<file path="src/alu16_pkg.sv">
// Shared types, constants and the division step function of the 16-bit ALU.
package alu16_pkg;

	localparam int unsigned WordW = 16;
	localparam int unsigned FlagW = 3;
	localparam int unsigned DivStepsPerStage = 4;
	localparam int unsigned InTdataW = 40;
	localparam int unsigned OutTdataW = 24;

	localparam int unsigned FlagNeg = 0;
	localparam int unsigned FlagZero = 1;
	localparam int unsigned FlagOvf = 2;

	typedef enum logic [3:0] {
		FN_AND  = 4'd0,
		FN_OR   = 4'd1,
		FN_NOT  = 4'd2,
		FN_PASSB = 4'd3,
		FN_ADD  = 4'd4,
		FN_SUB  = 4'd5,
		FN_MUL  = 4'd6,
		FN_DIV  = 4'd7,
		FN_LSL  = 4'd8,
		FN_LSR  = 4'd9,
		FN_ROL  = 4'd10,
		FN_ROR  = 4'd11,
		FN_NOOP = 4'd12
	} func_t;

	typedef struct packed {
		func_t              func;
		logic [WordW-1:0]   divisor;
		logic [WordW-1:0]   res;
		logic               ovf;
		logic [WordW-1:0]   rem;
		logic [WordW-1:0]   quo;
	} beat_t;

	// One restoring division step: shift in the next dividend bit, subtract if it fits.
	function automatic beat_t div_step(input beat_t b_in);
		beat_t            b_out;
		logic [WordW:0]   trial;
		logic             fits;
		b_out = b_in;
		trial = {b_in.rem, b_in.quo[WordW-1]};
		fits = (trial >= {1'b0, b_in.divisor});
		if (fits) begin
			trial = trial - {1'b0, b_in.divisor};
		end
		b_out.rem = trial[WordW-1:0];
		b_out.quo = {b_in.quo[WordW-2:0], fits};
		return b_out;
	endfunction

endpackage

</file>
<file path="src/alu16_exec.sv">
// Operation decode: logic, add, subtract, multiply, shifts, rotates and divider setup.
module alu16_exec (
	input  alu16_pkg::func_t              func,
	input  logic [alu16_pkg::WordW-1:0]   operand_a,
	input  logic [alu16_pkg::WordW-1:0]   operand_b,
	output alu16_pkg::beat_t              beat
);
	import alu16_pkg::*;

	logic [WordW:0]     sum;
	logic [2*WordW-1:0] product;
	logic [2*WordW-1:0] rot_l;
	logic [2*WordW-1:0] rot_r;
	logic               long_shift;
	logic [3:0]         amount;

	assign sum = {1'b0, operand_a} + {1'b0, operand_b};
	assign product = operand_a * operand_b;
	assign amount = operand_b[3:0];
	assign long_shift = (operand_b[WordW-1:4] != '0);
	assign rot_l = {operand_a, operand_a} << amount;
	assign rot_r = {operand_a, operand_a} >> amount;

	always_comb begin
		beat.func = func;
		beat.divisor = operand_b;
		beat.rem = '0;
		beat.quo = operand_a;
		beat.ovf = 1'b0;
		beat.res = '0;
		unique case (func)
			FN_AND: beat.res = operand_a & operand_b;
			FN_OR: beat.res = operand_a | operand_b;
			FN_NOT: beat.res = ~operand_b;
			FN_PASSB: beat.res = operand_b;
			FN_ADD: begin
				beat.res = sum[WordW-1:0];
				beat.ovf = sum[WordW];
			end
			FN_SUB: beat.res = operand_a - operand_b;
			FN_MUL: beat.res = product[WordW-1:0];
			FN_LSL: beat.res = long_shift ? '0 : (operand_a << amount);
			FN_LSR: beat.res = long_shift ? '0 : (operand_a >> amount);
			FN_ROL: beat.res = rot_l[2*WordW-1:WordW];
			FN_ROR: beat.res = rot_r[WordW-1:0];
			default: beat.res = '0;
		endcase
	end

endmodule

</file>
<file path="src/alu16_div_step.sv">
// A group of restoring division steps, combinational, feeding one pipeline register.
module alu16_div_step (
	input  alu16_pkg::beat_t beat_in,
	output alu16_pkg::beat_t beat_out
);
	import alu16_pkg::*;

	always_comb begin
		beat_out = beat_in;
		for (int i = 0; i < DivStepsPerStage; i++) begin
			beat_out = div_step(beat_out);
		end
	end

endmodule

</file>
<file path="src/alu16_finish.sv">
// Final result selection and status flag generation.
module alu16_finish (
	input  alu16_pkg::beat_t              beat,
	output logic [alu16_pkg::WordW-1:0]   result_word,
	output logic [alu16_pkg::FlagW-1:0]   status_flags
);
	import alu16_pkg::*;

	logic is_noop;

	assign is_noop = (beat.func >= FN_NOOP);

	always_comb begin
		if (beat.func == FN_DIV) begin
			result_word = (beat.divisor == '0) ? '0 : beat.quo;
		end else begin
			result_word = beat.res;
		end
		status_flags = '0;
		status_flags[FlagNeg] = result_word[WordW-1];
		status_flags[FlagZero] = (result_word == '0) && !is_noop;
		status_flags[FlagOvf] = beat.ovf;
	end

endmodule

</file>
<file path="src/alu_16bit_with_flags.sv">
// Top level of the pipelined 16-bit ALU with status flags.
// An accepted input beat passes the stage one to four registers before its result is on m_tdata.
// Throughput is one beat per cycle while m_tready is high; the depth is set by the 16-step divider,
// four restoring steps in each of the four stages.
// Each stage moves on when the next one is empty or moving, so bubbles fill up under stall.
// Reset clears the stage valid bits only; the payload registers are not reset.
module alu_16bit_with_flags (
	input  logic                                clk,
	input  logic                                arst_n,
	input  logic                                s_tvalid,
	output logic                                s_tready,
	// Fields from bit 0: func[3:0], operand_a[15:0], operand_b[15:0], zero padding.
	input  logic [alu16_pkg::InTdataW-1:0]      s_tdata,
	output logic                                m_tvalid,
	input  logic                                m_tready,
	// Fields from bit 0: result_word[15:0], status_flags[2:0], zero padding.
	output logic [alu16_pkg::OutTdataW-1:0]     m_tdata
);
	import alu16_pkg::*;

	beat_t            exec_beat;
	beat_t            div0_beat;
	beat_t            div1_beat;
	beat_t            div2_beat;
	beat_t            div3_beat;
	beat_t            beat_s1;
	beat_t            beat_s2;
	beat_t            beat_s3;
	logic [WordW-1:0] fin_result;
	logic [FlagW-1:0] fin_flags;
	logic [WordW-1:0] result_s4;
	logic [FlagW-1:0] flags_s4;
	logic             valid_s1;
	logic             valid_s2;
	logic             valid_s3;
	logic             valid_s4;
	logic             rdy1;
	logic             rdy2;
	logic             rdy3;
	logic             rdy4;

	assign rdy4 = !valid_s4 || m_tready;
	assign rdy3 = !valid_s3 || rdy4;
	assign rdy2 = !valid_s2 || rdy3;
	assign rdy1 = !valid_s1 || rdy2;
	assign s_tready = rdy1;

	alu16_exec u_exec (
		.func      (func_t'(s_tdata[3:0])),
		.operand_a (s_tdata[19:4]),
		.operand_b (s_tdata[35:20]),
		.beat      (exec_beat)
	);

	alu16_div_step u_div0 (.beat_in(exec_beat), .beat_out(div0_beat));
	alu16_div_step u_div1 (.beat_in(beat_s1), .beat_out(div1_beat));
	alu16_div_step u_div2 (.beat_in(beat_s2), .beat_out(div2_beat));
	alu16_div_step u_div3 (.beat_in(beat_s3), .beat_out(div3_beat));

	alu16_finish u_finish (
		.beat         (div3_beat),
		.result_word  (fin_result),
		.status_flags (fin_flags)
	);

	always_ff @(posedge clk or negedge arst_n) begin
		if (!arst_n) begin
			valid_s1 <= 1'b0;
			valid_s2 <= 1'b0;
			valid_s3 <= 1'b0;
			valid_s4 <= 1'b0;
		end else begin
			if (rdy1) valid_s1 <= s_tvalid;
			if (rdy2) valid_s2 <= valid_s1;
			if (rdy3) valid_s3 <= valid_s2;
			if (rdy4) valid_s4 <= valid_s3;
		end
	end

	always_ff @(posedge clk) begin
		if (rdy1 && s_tvalid) beat_s1 <= div0_beat;
		if (rdy2 && valid_s1) beat_s2 <= div1_beat;
		if (rdy3 && valid_s2) beat_s3 <= div2_beat;
		if (rdy4 && valid_s3) begin
			result_s4 <= fin_result;
			flags_s4 <= fin_flags;
		end
	end

	assign m_tvalid = valid_s4;
	assign m_tdata = {{(OutTdataW-WordW-FlagW){1'b0}}, flags_s4, result_s4};

	// An empty first stage never holds off the input.
	a_no_false_stall: assert property (@(posedge clk) disable iff (!arst_n)
		!valid_s1 |-> s_tready)
		else $error("input stalled with an empty first stage");

	// A stage that cannot hand on its beat keeps it.
	a_stage_holds: assert property (@(posedge clk) disable iff (!arst_n)
		(valid_s2 && !rdy3) |=> valid_s2)
		else $error("stalled beat dropped from stage two");

	// The zero flag is never set together with a nonzero result.
	a_zero_flag: assert property (@(posedge clk) disable iff (!arst_n)
		m_tvalid |-> !(m_tdata[16+FlagZero] && (m_tdata[15:0] != 16'd0)))
		else $error("zero flag set on a nonzero result");

endmodule
</file>
<file path="config.mk">
export PLATFORM = sky130hd
export DESIGN_NAME = alu_16bit_with_flags
export DESIGN_NICKNAME = d
export VERILOG_FILES = /design/src/alu16_pkg.sv /design/src/alu16_exec.sv /design/src/alu16_div_step.sv /design/src/alu16_finish.sv /design/src/alu_16bit_with_flags.sv
export SDC_FILE = /design/constraint.sdc
export NUM_CORES = 1
export LEC_CHECK = 0
export BUFFER_PORTS_ARGS = -buffer_cell sky130_fd_sc_hd__buf_4
export CAP_MARGIN = 10
export CORE_ASPECT_RATIO = 0.75
export CORE_MARGIN = 8
export CORE_UTILIZATION = 39
export DETAILED_ROUTE_END_ITERATION = 16
export GPL_ROUTABILITY_DRIVEN = 0
export PLACE_DENSITY = 0.54
export SETUP_SLACK_MARGIN = 0.05
export SYNTH_ARGS = -nofsm -noshare
export SYNTH_HDL_FRONTEND = slang
export SYNTH_SLANG_ARGS = --single-unit
export TNS_END_PERCENT = 20
</file>
<file path="constraint.sdc">
create_clock -name clk -period 27.3 [get_ports clk]
set_input_delay 1.365 -clock clk [delete_from_list [all_inputs] [get_ports clk]]
set_output_delay 1.365 -clock clk [all_outputs]
set_load 0.02 [all_outputs]
</file>
==> After elaboration in Yosys (flattened, before gate mapping) <==
Cells that the tools add are included.
{ "word_totals": {"in_bits": 44, "register_bits": 230, "out_inout_bits": 26} }
{ "classes": {"mul": 1, "shifts": 4, "n_eq_ne": 11, "order_cmp": 17, "addsub": 17, "n_bitwise": 3, "n_reduce_logical": 18, "muxes": 20} }
{ "ops": {"columns": ["op", "count"], "rows": [
  ["16-bit 2-to-1 mux", 19],
  ["17-bit by 16-bit greater-or-equal comparator with 1-bit output", 15],
  ["16-bit subtractor", 15],
  ["16-bit one-hot mux with 11 select lines", 1],
  ["16-bit logical NOT", 2],
  ["32-bit by 4-bit left shift with 32-bit output", 1],
  ["32-bit by 4-bit right shift with 16-bit output", 1],
  ["16-bit by 16-bit adder with 17-bit output", 1],
  ["16-bit AND", 1],
  ["4-bit by 3-bit == test with 1-bit output, second input constant", 4],
  ["4-bit == test, second input constant", 4],
  ["1-bit by 16-bit greater-or-equal comparator with 1-bit output", 1],
  ["16-bit by 16-bit multiplier with 16-bit output", 1],
  ["16-bit inverter", 1],
  ["16-bit OR", 1],
  ["16-bit by 4-bit left shift with 16-bit output", 1],
  ["16-bit by 4-bit right shift with 16-bit output", 1],
  ["1-bit by 16-bit subtractor with 16-bit output", 1],
  ["12-bit nonzero test", 1],
  ["4-bit by 2-bit == test with 1-bit output, second input constant", 2],
  ["1-bit logical AND", 5],
  ["1-bit logical NOT", 5],
  ["4-bit by 1-bit == test with 1-bit output, second input constant", 1],
  ["4-bit greater-or-equal comparator, second input constant", 1],
  ["2 further kinds", 5]
]} }

==> Longest topological paths before layout <==
{ "depth": {"word_depth": 11, "ltp_mapped": 50, "ltp_nobuf": 44} }

==> Hierarchy <==
Synthesis repeated with hierarchy kept, for this count alone.
{ "hier_totals": {"cells_unflattened": 3712, "area_unflattened_um2": 32675.1} }
{ "modules_own_cells": {"columns": ["module", "seq_area_each_um2", "area_per_inst_um2", "cells_per_inst", "instances"], "rows": [
  ["alu16_exec", 0.0, 8780.9, 1210, 1],
  ["alu16_div_step at u_div0 ...", 0.0, 4102.7, 544, 2],
  ["alu_16bit_with_flags", 6886.6, 7013.0, 248, 1],
  ["alu16_div_step at u_div1", 0.0, 4342.9, 595, 1],
  ["alu16_div_step at u_div3", 0.0, 3981.3, 530, 1],
  ["alu16_finish", 0.0, 351.6, 41, 1]
]} }

==> Worst setup path after synthesis <==
No wires, ideal clock.
{ "synth_path": {"kind": "input port to flip-flop", "from": "input port s_tdata[21] in the netlist's numbering", "to": "register beat_s1[27] in the netlist's numbering, data pin", "slack_ns": 16.900, "n_path_buf": 7, "t_arrival_ns": 10.141, "path_stages": 42, "required_time_ns": 27.041, "setup_time_ns": 0.259, "path_cell_list": "inv_1 > clkbuf_1 > buf_1 > ha_1 > clkbuf_1 > a21oi_1 > nor2_1 > nor2_1 > a21oi_1 > ha_1 > nor2b_1 > o31a_1 > o31ai_1 > a31oi_1 > a221oi_2 > inv_1 > clkbuf_1 > a21oi_1 > [... 6 more ...] > o31ai_1 > a21o_1 > nand2_1 > clkbuf_1 > nand2_1 > o21a_1 > ha_1 > nor2b_1 > o21ai_0 > nand2b_1 > a32oi_1 > a2111oi_0 > o21a_1 > o22a_1 > a31o_2 > clkbuf_1 > clkbuf_1 > a211o_1"} }
{ "synth_rtl": {"columns": ["item", "line_no", "rtl"], "rows": [
  ["from (decl)", "alu_16bit_with_flags.sv:13", "input logic [alu16_pkg::InTdataW-1:0] s_tdata,"],
  ["to (signal assigned)", "alu_16bit_with_flags.sv:81", "if (rdy1 && s_tvalid) beat_s1 <= div0_beat;"],
  ["to (decl)", "alu_16bit_with_flags.sv:26", "beat_t beat_s1;"]
]} }

==> run summary <==
Status
• **status** complete, no violations

Clocking
• **number of clock buffers inserted by TritonCTS** 25
• **number of post-CTS setup repair buffers** 0
• **clock latency of the later-clocked register in the worst-skew pair** 0.54 ns
• **clock tree from TritonCTS** done
• **clock transition time at the flip-flop clock pins of the worst setup and hold paths** 0.07 ns
• **Sink Count** 229
• **buffers from clock root to sink, at most** 3
• **buffer type at the clock tree root** sky130_fd_sc_hd__clkbuf_16
• **number of levels in the clock H-tree** 1
• **post_cts resized** 0
• **total of hold buffers inserted after clock tree synthesis** 0

Routing
• **DRC viols** 0
• **detailed-router iteration count before antenna repair** 6
• **number of antenna-violating nets in the routed design** 0
• **total via count after detailed routing** 25340
• **post-detailed-route wirelength per cell** 21.34 um
• **via density per instance** 5.847
• **Iteration-0 DRC Markers** 2474
• **total detailed-routing wirelength** 92490 um

Critical path
• **most common cell type on the critical path** sky130_fd_sc_hd__ha_1
• **endpoint type of the worst setup path** flop
• **critical-path cell with the highest stage delay** sky130_fd_sc_hd__a211o_1
• **biggest fanout along the worst timing path** 26
• **CP peak stage delay** 0.81 ns
• **startpoint type of the worst setup path** flop
• **Worst EP required** 27.57 ns
• **Arr. time, crit path** 13.19 ns
• **worst-case reg-to-reg path depth** 41
• **critical path class** flop to flop

Global routing
• **number of antenna violations at the first check in global routing** 4
• **global route total overflow** 0
• **number of global-route vias before repair** 23520
• **maximum number of pins on one net before global-route repair** 70
• **global-route wire length before repair** 142800 um
• **Overall Global Routing Usage** 21.32%

Logic synthesis
• **Cell Area, Synth** 29120 um2
• **Post-synth top flop** sky130_fd_sc_hd__edfxtp_1
• **top post-synthesis cells by area** sky130_fd_sc_hd__edfxtp_1 23%, sky130_fd_sc_hd__ha_1 15%, sky130_fd_sc_hd__fa_1 6.6%, sky130_fd_sc_hd__a21oi_1 4.4%, sky130_fd_sc_hd__xnor2_1 4.2%
• **number of storage elements in the synthesis netlist** 229
• **synth unique cells** 94
• **largest area contributor in the netlist** sky130_fd_sc_hd__edfxtp_1
• **Yosys warning count** 0
• **cells after synthesis** 3354
• **async set-reset flop share out of synthesis** 1.747%
• **count of flip-flops with a built-in enable after synthesis** 225
• **average cell area after synthesis** 8.682 um2
• **area fraction of the dominant cell type after synthesis** 23.20%
• **part of the Yosys area used for sequential elements** 23.55%

Die
• **count of standard-cell rows** 86
• **effective utilization at floorplan** 39.51%
• **Die Width** 331.5 um
• **die outline height** 252.6 um
• **area of the core region** 73710 um2
• **Boundary Pins** 70
• **Die Area** 83760 um2

Placement
• **hpwl dp** 72520 um
• **number of buffers added on ports** 60
• **placement-stage cell area** 30490 um2

Final layout
• **Layout Area Growth over Synthesis** 7.261%
• **layout cell share with drive strength beyond 1** 8.437%
• **commonest cells after routing, fill and taps aside** 344 x sky130_fd_sc_hd__ha_1, 298 x sky130_fd_sc_hd__inv_1, 291 x sky130_fd_sc_hd__nor2_1
• **Fill cells** 7438
• **diode insertion count for antenna repair** 0
• **Net count, final** 3833
• **Layout Cell Area excl Fill** 31240 um2
• **most frequent standard cell in the layout excluding fill and tap cells** sky130_fd_sc_hd__ha_1

Timing
• **maximum clock skew at final layout** 0.02927 ns
• **final hold violations** 0
• **setup repair after global routing missed its margin** no
• **Pins Over Slew Limit** 0
• **max-slew headroom at the worst pin** 26.97%
• **final period utilization** 47.33%
• **number of setup violations in the final report** 0
• **achievable clock frequency** 77.40 MHz
• **aggregate negative setup slack** 0 ns
• **actual slew at the worst max-slew pin** 1.095 ns
• **final worst path period need** 12.92 ns

Worst hold path
• **class of the most critical hold timing path** flop to flop
• **Cells on Worst Hold Path** 0

Job
• **MaxCap Viol Count** 0

sequential cells by signal (all words and copies together), names as in the netlist:
register and flops:
valid_s1 1, flags_s4 3, result_s4 15, beat_s1 69, valid_s2 1, beat_s2 69, m_tvalid 1, beat_s3 69
valid_s3 1
worst max-delay path: cells and delay by family (launching register included):
kind / cells / cell delay (ns)
compound gates: 24 / 8.35
fa+ha+maj: 4 / 1.35
buf+inv: 5 / 1.13
flops: 1 / 0.46
mux: 1 / 0.31
simple gates: 7 / 1.03
layout make-up:
| cell class | count | area (um2) | share of cell area (%) |
|---|---|---|---|
| multi-input cells | 2701 | 20630 | 66.04 |
| flip-flops and latches | 229 | 6857 | 21.95 |
| well taps | 968 | 1211 | 3.878 |
| inverters | 305 | 1145 | 3.665 |
| repair buffers | 87 | 653.1 | 2.091 |
| clock buffers | 29 | 640.6 | 2.051 |
| clock inverters | 15 | 101.3 | 0.3245 |
cells in the mapped netlist (7+ instances only):
library cell and count:
sky130_fd_sc_hd__o31a_1 16, sky130_fd_sc_hd__mux2i_1 64, sky130_fd_sc_hd__fa_1 96, sky130_fd_sc_hd__a211o_1 15
sky130_fd_sc_hd__nand2b_1 40, sky130_fd_sc_hd__buf_2 7, sky130_fd_sc_hd__ha_1 344, sky130_fd_sc_hd__o21a_1 55
sky130_fd_sc_hd__o221ai_1 14, sky130_fd_sc_hd__buf_1 17, sky130_fd_sc_hd__o41ai_1 8, sky130_fd_sc_hd__mux2_2 96
sky130_fd_sc_hd__nand2_1 254, sky130_fd_sc_hd__o21ai_0 195, sky130_fd_sc_hd__or2_2 15, sky130_fd_sc_hd__nand3_1 57
sky130_fd_sc_hd__o22ai_1 16, sky130_fd_sc_hd__o31ai_1 20, sky130_fd_sc_hd__or4_1 12, sky130_fd_sc_hd__buf_4 7
sky130_fd_sc_hd__nor2_1 291, sky130_fd_sc_hd__o21bai_1 22, sky130_fd_sc_hd__o211ai_1 35, sky130_fd_sc_hd__a221o_1 23
sky130_fd_sc_hd__a211oi_1 34, sky130_fd_sc_hd__edfxtp_1 225, sky130_fd_sc_hd__nand4_1 43, sky130_fd_sc_hd__nor3_1 68
sky130_fd_sc_hd__nor2b_1 62, sky130_fd_sc_hd__a21o_1 77, sky130_fd_sc_hd__clkbuf_1 88, sky130_fd_sc_hd__a31oi_1 20
sky130_fd_sc_hd__a22o_1 14, sky130_fd_sc_hd__and2_1 24, sky130_fd_sc_hd__nor4_1 25, sky130_fd_sc_hd__xnor2_1 139
sky130_fd_sc_hd__or3_1 17, sky130_fd_sc_hd__a221oi_1 14, sky130_fd_sc_hd__a21oi_1 258, sky130_fd_sc_hd__xor2_1 56
sky130_fd_sc_hd__inv_1 298, sky130_fd_sc_hd__a2111oi_0 12, sky130_fd_sc_hd__mux2_4 9, sky130_fd_sc_hd__and3_1 22
per-stage QoR:
stage | setup WS, ns | instances | hold WS [ns] | utilization [%]
floorplan | 16.90 | 3358 | 0.4003 | -
global placement | 14.67 | 4290 | 0.4003 | 41.37
CTS | 14.58 | 4334 | 0.3961 | 42.38
detailed placement | 14.66 | 4290 | 0.4045 | 41.37
global route | 13.47 | 4334 | 0.4133 | 42.38
finish | 14.38 | 4334 | 0.3990 | 42.38
logic make-up after synthesis:
group	share of synthesized area, %
other cells	0.01288
buf+inv	5.740
compound gates	21.08
simple gates	15.58
xor+xnor	5.865
flops	23.55
mux	6.802
fa+ha+maj	21.38
layer usage:
metal	global-route usage, %	vias to the layer above	routed length, um
li1	-	12210	-
met1	33.93	12130	47620
met2	29.75	893	35450
met3	3.799	104	7892
met4	3.329	0	1530
met5	0	-	0
path summary, 6_finish.rpt:
check | startpoint | endpoint | slack, ns
max reg2reg | beat_s1[50] | beat_s2[24] | 14.38
min in group asynchronous | arst_n | m_tvalid | 0.61
min reg2reg | beat_s1[43] | beat_s2[43] | 0.40
max in group asynchronous | arst_n | valid_s3 | 26.60
min | beat_s1[43] | beat_s2[43] | 0.40
max | beat_s1[50] | beat_s2[24] | 14.38
Power is left out: the tool's default activity adds up to more than one toggle a clock period on the data nets, which glitch-free logic cannot reach.
